File: config.mk
export PLATFORM = sky130hd
export DESIGN_NAME = limit_switch_debounce_supervisor
export DESIGN_NICKNAME = d
export VERILOG_FILES = /design/src/rtl/lsds_pkg.sv /design/src/rtl/lsds_update.sv /design/src/rtl/limit_switch_debounce_supervisor.sv
export SDC_FILE = /design/constraint.sdc
export NUM_CORES = 2
export LEC_CHECK = 0
export ABC_AREA = 0
export BUFFER_PORTS_ARGS = -buffer_cell sky130_fd_sc_hd__buf_2
export CAP_MARGIN = 40
export CORE_ASPECT_RATIO = 0.8
export CORE_MARGIN = 3
export CORE_UTILIZATION = 55
export CTS_CLUSTER_DIAMETER = 150
export DETAILED_ROUTE_END_ITERATION = 8
export HOLD_SLACK_MARGIN = 0.15
export PLACE_DENSITY = 0.71
export SYNTH_ARGS = -nofsm -noshare
export SYNTH_HDL_FRONTEND = slang
export SYNTH_SLANG_ARGS = --single-unit
File: constraint.sdc
create_clock -name clk -period 19 [get_ports clk]
set_input_delay 2.85 -clock clk [delete_from_list [all_inputs] [get_ports clk]]
set_output_delay 2.85 -clock clk [all_outputs]
set_load 0.02 [all_outputs]
File: src/rtl/lsds_pkg.sv
package lsds_pkg;

	localparam int CHANNELS = 64;
	localparam int CH_W     = 6;
	localparam int CNT_W    = 8;
	localparam int WATCH_W  = 14;
	localparam int TPS_W    = 6;
	localparam int TMO_W    = 8;
	localparam int LIMIT_W  = TMO_W + 1 + TPS_W;

	localparam logic [WATCH_W-1:0] WATCH_MAX = {WATCH_W{1'b1}};
	localparam logic [TMO_W:0]     TMO_BIAS  = (TMO_W + 1)'(7);

	localparam int REG_IDX_W = 2;
	localparam logic [REG_IDX_W-1:0] REG_COUNT_MAX     = 2'd0;
	localparam logic [REG_IDX_W-1:0] REG_ON_THRESHOLD  = 2'd1;
	localparam logic [REG_IDX_W-1:0] REG_OFF_THRESHOLD = 2'd2;
	localparam logic [REG_IDX_W-1:0] REG_TICKS_PER_SEC = 2'd3;

	localparam logic [CNT_W-1:0] RST_COUNT_MAX     = 8'd18;
	localparam logic [CNT_W-1:0] RST_ON_THRESHOLD  = 8'd12;
	localparam logic [CNT_W-1:0] RST_OFF_THRESHOLD = 8'd2;
	localparam logic [TPS_W-1:0] RST_TICKS_PER_SEC = 6'd18;

	typedef struct packed {
		logic [CNT_W-1:0]   cnt;
		logic               stable;
		logic               cmd;
		logic [WATCH_W-1:0] watch;
		logic               err;
	} lsds_entry_t;

	localparam int ENTRY_W = $bits(lsds_entry_t);

	typedef struct packed {
		logic [CNT_W-1:0] count_max;
		logic [CNT_W-1:0] on_threshold;
		logic [CNT_W-1:0] off_threshold;
	} lsds_cfg_t;

	typedef struct packed {
		logic switch_on;
		logic command_set;
		logic actuator_fault;
		logic remote_mode;
	} lsds_ctrl_t;

endpackage

File: src/rtl/lsds_update.sv
module lsds_update (
	input  lsds_pkg::lsds_cfg_t                   cfg,
	input  lsds_pkg::lsds_ctrl_t                  ctrl,
	input  logic [lsds_pkg::WATCH_W-1:0]          limit,
	input  lsds_pkg::lsds_entry_t                 old_entry,
	output lsds_pkg::lsds_entry_t                 new_entry,
	output logic                                  alarm
);
	import lsds_pkg::*;

	always_comb begin
		lsds_entry_t e;
		e = old_entry;
		alarm = 1'b0;
		if (ctrl.command_set) begin
			e.cmd = 1'b1;
		end
		if (ctrl.switch_on) begin
			if (e.cnt < cfg.count_max) begin
				e.cnt = e.cnt + CNT_W'(1);
			end
		end else begin
			if (e.cnt != '0) begin
				e.cnt = e.cnt - CNT_W'(1);
			end
			if (e.cmd) begin
				if (e.watch < limit) begin
					e.watch = e.watch + WATCH_W'(1);
				end else if (!e.err) begin
					e.err   = 1'b1;
					e.watch = '0;
					alarm   = 1'b1;
				end
			end else begin
				if (e.watch != '0) begin
					e.watch = e.watch - WATCH_W'(1);
				end
				e.err = 1'b0;
			end
		end
		// switch confirmed
		if (e.cnt > cfg.on_threshold) begin
			e.stable = 1'b1;
			e.watch  = '0;
			e.err    = 1'b0;
			e.cmd    = 1'b0;
		end
		if (e.cnt < cfg.off_threshold) begin
			e.stable = 1'b0;
		end
		// interlocks
		if (ctrl.actuator_fault || !ctrl.remote_mode) begin
			e.cmd = 1'b0;
		end
		new_entry = e;
	end

endmodule

File: src/rtl/limit_switch_debounce_supervisor.sv
// Limit-switch debounce and command supervisor for 64 actuator channels.
// Requests arrive on the item channel (item_valid / item_stall), one tick for
// one channel each; every request yields exactly one result on the result
// channel (result_valid / result_stall), in request order.
// Per-channel state (switch counter, stable, command, supervision counter,
// error) sits in one synchronous state memory: read when the request is
// taken, updated and written back when the update stage passes it on. A write to the same channel
// as the following request is forwarded, so any channel order runs at full
// rate.
// Throughput: one request per cycle while result_stall is low. A request passes the
// update stage register (valid_s1) and then the result register, which raises
// result_valid; the result is taken when result_stall is low.
// When result_stall holds the result register, the update stage keeps its
// request and item_stall rises while it is full; a second request waits.
// Reset clears the per-entry valid bits, so every channel reads as all zero
// from the first cycle; configuration returns to its defaults.
// Configuration writes (cfg_we, cfg_index, cfg_data) take effect at once; the user
// must make them only while no request is in flight, which the block does not enforce.
module limit_switch_debounce_supervisor (
	input  logic                                clk,
	input  logic                                arst_n,
	input  logic                                cfg_we,
	input  logic [lsds_pkg::REG_IDX_W-1:0]      cfg_index,
	input  logic [lsds_pkg::CNT_W-1:0]          cfg_data,
	input  logic                                item_valid,
	output logic                                item_stall,
	input  logic [lsds_pkg::CH_W-1:0]           channel,
	input  logic                                switch_on,
	input  logic                                command_set,
	input  logic                                actuator_fault,
	input  logic                                remote_mode,
	input  logic [lsds_pkg::TMO_W-1:0]          timeout_sec,
	input  logic [3:0]                          unit_number,
	input  logic [9:0]                          message_number,
	output logic                                result_valid,
	input  logic                                result_stall,
	output logic [lsds_pkg::CH_W-1:0]           channel_out,
	output logic                                stable_flag,
	output logic                                command_out,
	output logic                                error_flag,
	output logic                                alarm_pulse,
	output logic [3:0]                          alarm_unit,
	output logic [9:0]                          alarm_message,
	output logic [lsds_pkg::CNT_W-1:0]          switch_count,
	output logic [lsds_pkg::WATCH_W-1:0]        watch_count
);
	import lsds_pkg::*;

	lsds_cfg_t          cfg_q;
	logic [TPS_W-1:0]   tps_q;

	logic               accept;
	logic               s1_go;
	logic [LIMIT_W-1:0] limit_full;
	logic [WATCH_W-1:0] limit_sat;

	logic               valid_s1;
	logic [CH_W-1:0]    ch_s1;
	lsds_ctrl_t         ctrl_s1;
	logic [3:0]         unit_s1;
	logic [9:0]         msg_s1;
	logic [WATCH_W-1:0] limit_s1;
	logic               hit_s1;
	lsds_entry_t        rd_s1;

	logic [ENTRY_W-1:0] state_mem_q [CHANNELS];
	logic [CHANNELS-1:0] entry_vld_q;

	logic               wb_valid_q;
	logic [CH_W-1:0]    wb_ch_q;
	lsds_entry_t        wb_entry_q;

	lsds_entry_t        old_entry;
	lsds_entry_t        new_entry;
	logic               alarm;

	logic               res_valid_q;
	logic [CH_W-1:0]    res_ch_q;
	lsds_entry_t        res_entry_q;
	logic               res_alarm_q;
	logic [3:0]         res_unit_q;
	logic [9:0]         res_msg_q;

	// configuration registers
	always_ff @(posedge clk or negedge arst_n) begin
		if (!arst_n) begin
			cfg_q.count_max     <= RST_COUNT_MAX;
			cfg_q.on_threshold  <= RST_ON_THRESHOLD;
			cfg_q.off_threshold <= RST_OFF_THRESHOLD;
			tps_q               <= RST_TICKS_PER_SEC;
		end else if (cfg_we) begin
			unique case (cfg_index)
				REG_COUNT_MAX:     cfg_q.count_max     <= cfg_data;
				REG_ON_THRESHOLD:  cfg_q.on_threshold  <= cfg_data;
				REG_OFF_THRESHOLD: cfg_q.off_threshold <= cfg_data;
				REG_TICKS_PER_SEC: tps_q               <= cfg_data[TPS_W-1:0];
				default:           cfg_q               <= cfg_q;
			endcase
		end
	end

	assign accept     = item_valid && !item_stall;
	assign s1_go      = valid_s1 && (!res_valid_q || !result_stall);
	assign item_stall = valid_s1 && !s1_go;

	// supervision limit, saturated to the counter range
	assign limit_full = LIMIT_W'({1'b0, timeout_sec} + TMO_BIAS) * LIMIT_W'(tps_q);
	assign limit_sat  = (limit_full > LIMIT_W'(WATCH_MAX)) ? WATCH_MAX
		: limit_full[WATCH_W-1:0];

	always_ff @(posedge clk or negedge arst_n) begin
		if (!arst_n) begin
			valid_s1 <= 1'b0;
		end else if (accept) begin
			valid_s1 <= 1'b1;
		end else if (s1_go) begin
			valid_s1 <= 1'b0;
		end
	end

	always_ff @(posedge clk) begin
		if (accept) begin
			ch_s1                  <= channel;
			ctrl_s1.switch_on      <= switch_on;
			ctrl_s1.command_set    <= command_set;
			ctrl_s1.actuator_fault <= actuator_fault;
			ctrl_s1.remote_mode    <= remote_mode;
			unit_s1                <= unit_number;
			msg_s1                 <= message_number;
			limit_s1               <= limit_sat;
			hit_s1                 <= entry_vld_q[channel];
			rd_s1                  <= lsds_entry_t'(state_mem_q[channel]);
		end
		if (s1_go) begin
			state_mem_q[ch_s1] <= ENTRY_W'(new_entry);
		end
	end

	always_ff @(posedge clk or negedge arst_n) begin
		if (!arst_n) begin
			entry_vld_q <= '0;
			wb_valid_q  <= 1'b0;
		end else if (s1_go) begin
			entry_vld_q[ch_s1] <= 1'b1;
			wb_valid_q         <= 1'b1;
		end
	end

	always_ff @(posedge clk) begin
		if (s1_go) begin
			wb_ch_q    <= ch_s1;
			wb_entry_q <= new_entry;
		end
	end

	// forward the last write-back over the memory read
	always_comb begin
		if (wb_valid_q && (wb_ch_q == ch_s1)) begin
			old_entry = wb_entry_q;
		end else if (hit_s1) begin
			old_entry = rd_s1;
		end else begin
			old_entry = '0;
		end
	end

	lsds_update u_update (
		.cfg       (cfg_q),
		.ctrl      (ctrl_s1),
		.limit     (limit_s1),
		.old_entry (old_entry),
		.new_entry (new_entry),
		.alarm     (alarm)
	);

	// result register
	always_ff @(posedge clk or negedge arst_n) begin
		if (!arst_n) begin
			res_valid_q <= 1'b0;
		end else if (s1_go) begin
			res_valid_q <= 1'b1;
		end else if (!result_stall) begin
			res_valid_q <= 1'b0;
		end
	end

	always_ff @(posedge clk) begin
		if (s1_go) begin
			res_ch_q    <= ch_s1;
			res_entry_q <= new_entry;
			res_alarm_q <= alarm;
			res_unit_q  <= alarm ? unit_s1 : '0;
			res_msg_q   <= alarm ? msg_s1 : '0;
		end
	end

	assign result_valid  = res_valid_q;
	assign channel_out   = res_ch_q;
	assign stable_flag   = res_entry_q.stable;
	assign command_out   = res_entry_q.cmd;
	assign error_flag    = res_entry_q.err;
	assign alarm_pulse   = res_alarm_q;
	assign alarm_unit    = res_unit_q;
	assign alarm_message = res_msg_q;
	assign switch_count  = res_entry_q.cnt;
	assign watch_count   = res_entry_q.watch;

endmodule
**Word level (Yosys, flattened, before mapping)**

Memory sizes are Yosys's and may differ from the RTL's. A register that Yosys moved wholly into a read port is not among the register bits.
Index checks and enable logic that the tools add are counted.

- Output and inout port bits: 48
- Memories: 1
- Bits in writable memories: 1,600
- Logic and storage cells: 96
- Input bits: 47
- Register bits after elaboration: 182

- Multipliers: 1
- $add $sub $neg: 5
- Multiplexer cells: 29
- Equal/unequal tests: 5
- Bitwise logic cells: 1
- Order comparisons: 8
- Reduce and logical (&&, ||, !) cells: 20

Memory list:

| name | words | width | rd ports | clocked after memory_dff | wr ports | line | source |
|---|---|---|---|---|---|---|---|
| state_mem_q | 64 | 25 | 1 | 1 | 1 | limit_switch_debounce_supervisor.sv:66 | `logic [ENTRY_W-1:0] state_mem_q [CHANNELS];` |

Operators by type and width:

| operator | count |
|---|---|
| 64-bit OR | 1 |
| 25-bit two-way mux | 2 |
| 15-bit two-way mux | 3 |
| 14-bit two-way mux | 2 |
| 8-bit two-way mux | 3 |
| 17-bit two-way mux | 1 |
| 8-bit < comparator | 2 |
| 1-bit two-way mux | 16 |
| 15-bit by 14-bit > comparator with 1-bit output, second input constant | 1 |
| 9-bit by 6-bit multiplier with 15-bit output | 1 |
| 14-bit by 1-bit adder with 14-bit output, second input constant | 1 |
| 14-bit < comparator | 1 |
| 6-bit by 7-bit < comparator with 1-bit output, second input constant | 2 |
| 14-bit nonzero test | 1 |
| 14-bit by 1-bit subtractor with 14-bit output, second input constant | 1 |
| 8-bit by 3-bit adder with 9-bit output, second input constant | 1 |
| 8-bit by 1-bit adder with 8-bit output, second input constant | 1 |
| 8-bit > comparator | 1 |
| 2-bit AND reduction | 4 |
| 8-bit nonzero test | 1 |
| 8-bit by 1-bit subtractor with 8-bit output, second input constant | 1 |
| 1-bit binary-select mux with 6-bit select | 1 |
| 1-bit demux with 6-bit select | 1 |
| 6-bit == test | 1 |
| other kinds (9) | 19 |

**Logic depth before layout (Yosys ltp)**

- Word-level depth: 9
- Gate-level depth with buffers: 26
- Gate-level depth less buffers: 23

**Modules after synthesis**

Synthesis repeated with hierarchy kept, for this count alone.

- Cells, all modules: 3,797
- Area, all modules: 73,361.6 µm²

By module, submodules not included:

| module | times used | seq. area each (µm²) | cells each | area each (µm²) |
|---|---|---|---|---|
| limit_switch_debounce_supervisor | 1 | 53,785.3 | 3,423 | 70,966.8 |
| lsds_update | 1 | 0.0 | 374 | 2,394.8 |

**Worst setup path before layout**

No wires, ideal clock.

- Kind: reg-to-reg
- Start: register channel_out[5] (netlist name)
- End: memory state_mem_q[0][2] (netlist bit) (data pin)
- Setup time: 1.304 ns
- Stages on the path, launching flop included: 25
- Required time: 17.696 ns
- Setup slack: 4.386 ns
- Data arrival time: 13.309 ns
- Buffers on the path: 3
- Period minus slack after synthesis: 14.614 ns
- Cells stage by stage: edfxtp_1 xor2_1 or3_1 buf_2 nor2_2 buf_4 buf_2 nand2_1 o21ai_1 ha_1 a211o_1 a211oi_1 a21o_1 nand2_1 nand2_1 o21ai_0 o21ai_0 ha_1 nor2b_1 o21a_1 o21a_1 o21a_1 o21bai_1 a22oi_1 a2111oi_0

RTL lines:

| what | line |
|---|---|
| end: declaration | limit_switch_debounce_supervisor.sv:66 |

==> reports/metrics.cfg <==
[logic_synthesis]
async_reset_ff_share_pct=5.37
synthTopCellsByArea=edfxtp_1, mux4_2, dfrtp_1, ha_1, fa_1
synthFlopType=edfxtp_1
synthesis.area_mm2=0.0727
avgSynthCellArea_um2=21.5
synth_fa_ha_area_share_pct=1.90
synth_top_family_by_area=multiplexers
yosysTopAreaCellShare_pct=70.6
synth.area.mux_share_pct=17.4
syn_inst=3389
ys_warn_count=0
synth_nets=3529
synth_xor_area_share_pct=0.397
synth_common_cells=edfxtp_1, mux4_2, clkbuf_1
synth_most_common_cell=edfxtp_1
synth_enable_flop_cells=1710
synth_cell_types=82
seq_area_frac_synth_pct=74.0
synth-simple-area-share_pct=3.23
synth_compound_area_share_pct=1.83
synth_top_cell_by_area=edfxtp_1
ys_seq_elements=1807

[pwr]
switching_share_pct=24.7
combPwrFrac_pct=12.8
p_int_uw=6940
vdd_drop_max_mv=0.103
p_leak_uw=0.0271
p_switching_uw=2280
p_total_uw=9220
seqPwrFrac_pct=51.7
power_frac_clock_pct=35.5
p_per_area_mw_per_mm2=112

[timing]
rsz0062_at_grt=false
slew-limit-headroom_pct=20.7
timing.final.crit_share_pct=41.4
fmax_mhz=127
worst_slew_pin_slew_ns=1.19
finalHoldViolCount=0
finalSetupViolations=0
finalSetupTns_ns=0
post-route-min-period_ns=7.86
fin_skew_ns=0.0279
maxSlewViolCount=0
setup_ws_ns=11.14

[floorplan]
die_area_mm2=0.137
core_mm2=0.130
start_util_pct=55.8
chipWidth_um=413
rows=118
ioPinCount=95
die_h_um=331

[place]
preCtsSetupSlack_ns=10.88
dpl_cell_area_mm2=0.0771
place_congestion=0.896
port_buffers=94
hpwlAfterDp_mm=105

[route]
wl_per_cell_um=33.3
vias=36700
ant_nets=0
first_iter_violations=5405
dr.pass1.iters=6
vias_per_cell=6.66
route.detailed.drc=0
wl_mm=183

[final_layout]
multi_input_area_mm2=0.0188
syn2layout_area_growth_pct=13.4
nNetsFinal=3759
finalInstanceArea_mm2=0.0825
fillCellCount=8492
postLayoutCoreUtil_pct=63.3
seq_area_mm2=0.0538
drive_gt1_share_pct=32.1

[clock_tree]
cts_tree=done
cts_buffers=164
cts_buffer_depth=3
cts.sinks=1807
htreeDepth=4
post_cts.repair.setup_buffers=0
cts-root-buf=clkbuf_16
clk_pin_slew_ns=0.06
clk-insertion-delay-late_ns=0.78
cts_resized=0
cts_hold_buf=0

[setup_path]
crit_path_max_fanout=65
crit_path_end_kind=flip-flop
cp.required_ns=19.46
path_class=reg -> reg
critPathLaunchType=flip-flop
reg2reg_depth=23
crit_arrival_ns=8.32

[run_status]
outcome=finished, final reports clean

[hold_path]
min_path_cells=1
hp-class=reg -> reg

[global_route]
grt_max_degree=159
grt_pass1_wl_mm=263
grt_antenna_before_repair=9
track_usage_pct=27.1
grt-ovfl-total=0
grt_pass1_vias=35900

[job]
drv_cap=0

## metal layers
metal  up-vias  routed length (um)  GRT usage, %
met5         -                 318          1.30
met3       285               21900          6.61
met4        10                4750          7.23
met2      2235               83800          39.8
li1      14600                   -             -
met1     19600               72400          41.4
## power groups by stage
stage                     logic, uW  registers [uW]  clock network [uW]
after floorplan                 711            4850                   0
after global placement         1150            4850                   0
after detailed placement       1180            4850                   0
after CTS                      1180            4760                3320
after global routing           1280            4770                3480
final                          1180            4770                3270
## final cells by class
cell class              count  share of cell area, %
diodes                     11                 0.0334
clock buffers             211                   5.45
repair buffers            221                   2.54
well taps                1740                   2.64
clock inverters            88                  0.983
inverters                  89                  0.405
multi-input cells        1336                   22.7
flip-flops and latches   1807                   65.2
## registers in the layout, indices dropped and copies added, names as in the netlist, 4 cells and up
| signal | flops |
|---|---|
| entry_vld_q | 64 |
| limit_s1 | 14 |
| rd_s1 | 25 |
| state_mem_q | 1600 |
| unit_s1 | 4 |
| ctrl_s1 | 4 |
| cfg_q | 24 |
| channel_out | 6 |
| alarm_message | 10 |
| alarm_unit | 4 |
| ch_s1 | 6 |
| switch_count | 8 |
| msg_s1 | 10 |
| tps_q | 6 |
| watch_count | 14 |
## logic make-up after synthesis
logic type | count (synthesis)
AOI/OAI and AO/OA | 193
adders and majority gates | 93
xor gates and xnor gates | 33
and+or+nand+nor | 440
buffers and inverters | 246
muxes | 577
DFF | 1807
## metrics by stage
stage               std cells  hold slack, ns
global placement         5152           0.447
finish                   5503           0.460
CTS                      5491           0.461
detailed placement       5192           0.447
global route             5492           0.471
floorplan                3389           0.421
## cells in the final DEF, fill, tap and decap left out, types with 13 or more instances in the layout
cell and instances:
buf_4 85, xor2_1 13, or2_2 69, and2_1 36, nand2b_1 14, buf_2 90
nor2b_1 38, mux4_2 546, a21oi_1 31, buf_16 15, o21ai_0 40, nor3_1 22
mux2_2 25, clkinv_1 36, fa_1 29, edfxtp_1 1710, nand3_1 34, dfrtp_1 90
bufinv_16 13, nor2_4 65, inv_1 86, clkbuf_16 172, buf_12 27, nand2_1 69
nand4_1 15, ha_1 64, clkbuf_1 34, nor2_1 25, clkinv_2 23, xnor2_1 20
## final timing paths
path,start,to,slack (ns)
min in group asynchronous,arst_n,tps_q[3]$_DFFE_PN0P_,2.08
max reg2reg,ch_s1[3]$_DFFE_PP_,state_mem_q[63][10]$_DFFE_PP_,11.14
min reg2reg,entry_vld_q[6]$_DFFE_PN0P_,entry_vld_q[6]$_DFFE_PN0P_,0.46
max,ch_s1[3]$_DFFE_PP_,state_mem_q[63][10]$_DFFE_PP_,11.14
max in group asynchronous,arst_n,entry_vld_q[55]$_DFFE_PN0P_,15.89
min,entry_vld_q[6]$_DFFE_PN0P_,entry_vld_q[6]$_DFFE_PN0P_,0.46
## critical path, stage by stage, from the launching register on
cell and delay (ns):
edfxtp_1 0.70, xor2_1 0.26, or3_1 0.57, nor2_2 0.08
buf_4 0.25, o21ai_0 0.69, inv_1 0.21, ha_1 0.27
nand2_1 0.07, nor3_1 0.05, a41oi_1 0.26, nor3_1 0.16
or2_2 0.47, o22ai_4 0.50, buf_4 0.59, ha_1 0.37
o21a_1 0.11, o21a_1 0.16, o21bai_1 0.15, a22oi_2 0.06
buf_4 0.27, or3_1 0.41, o32ai_4 0.11, buf_4 0.65
Power figures use the tool's default switching activity.
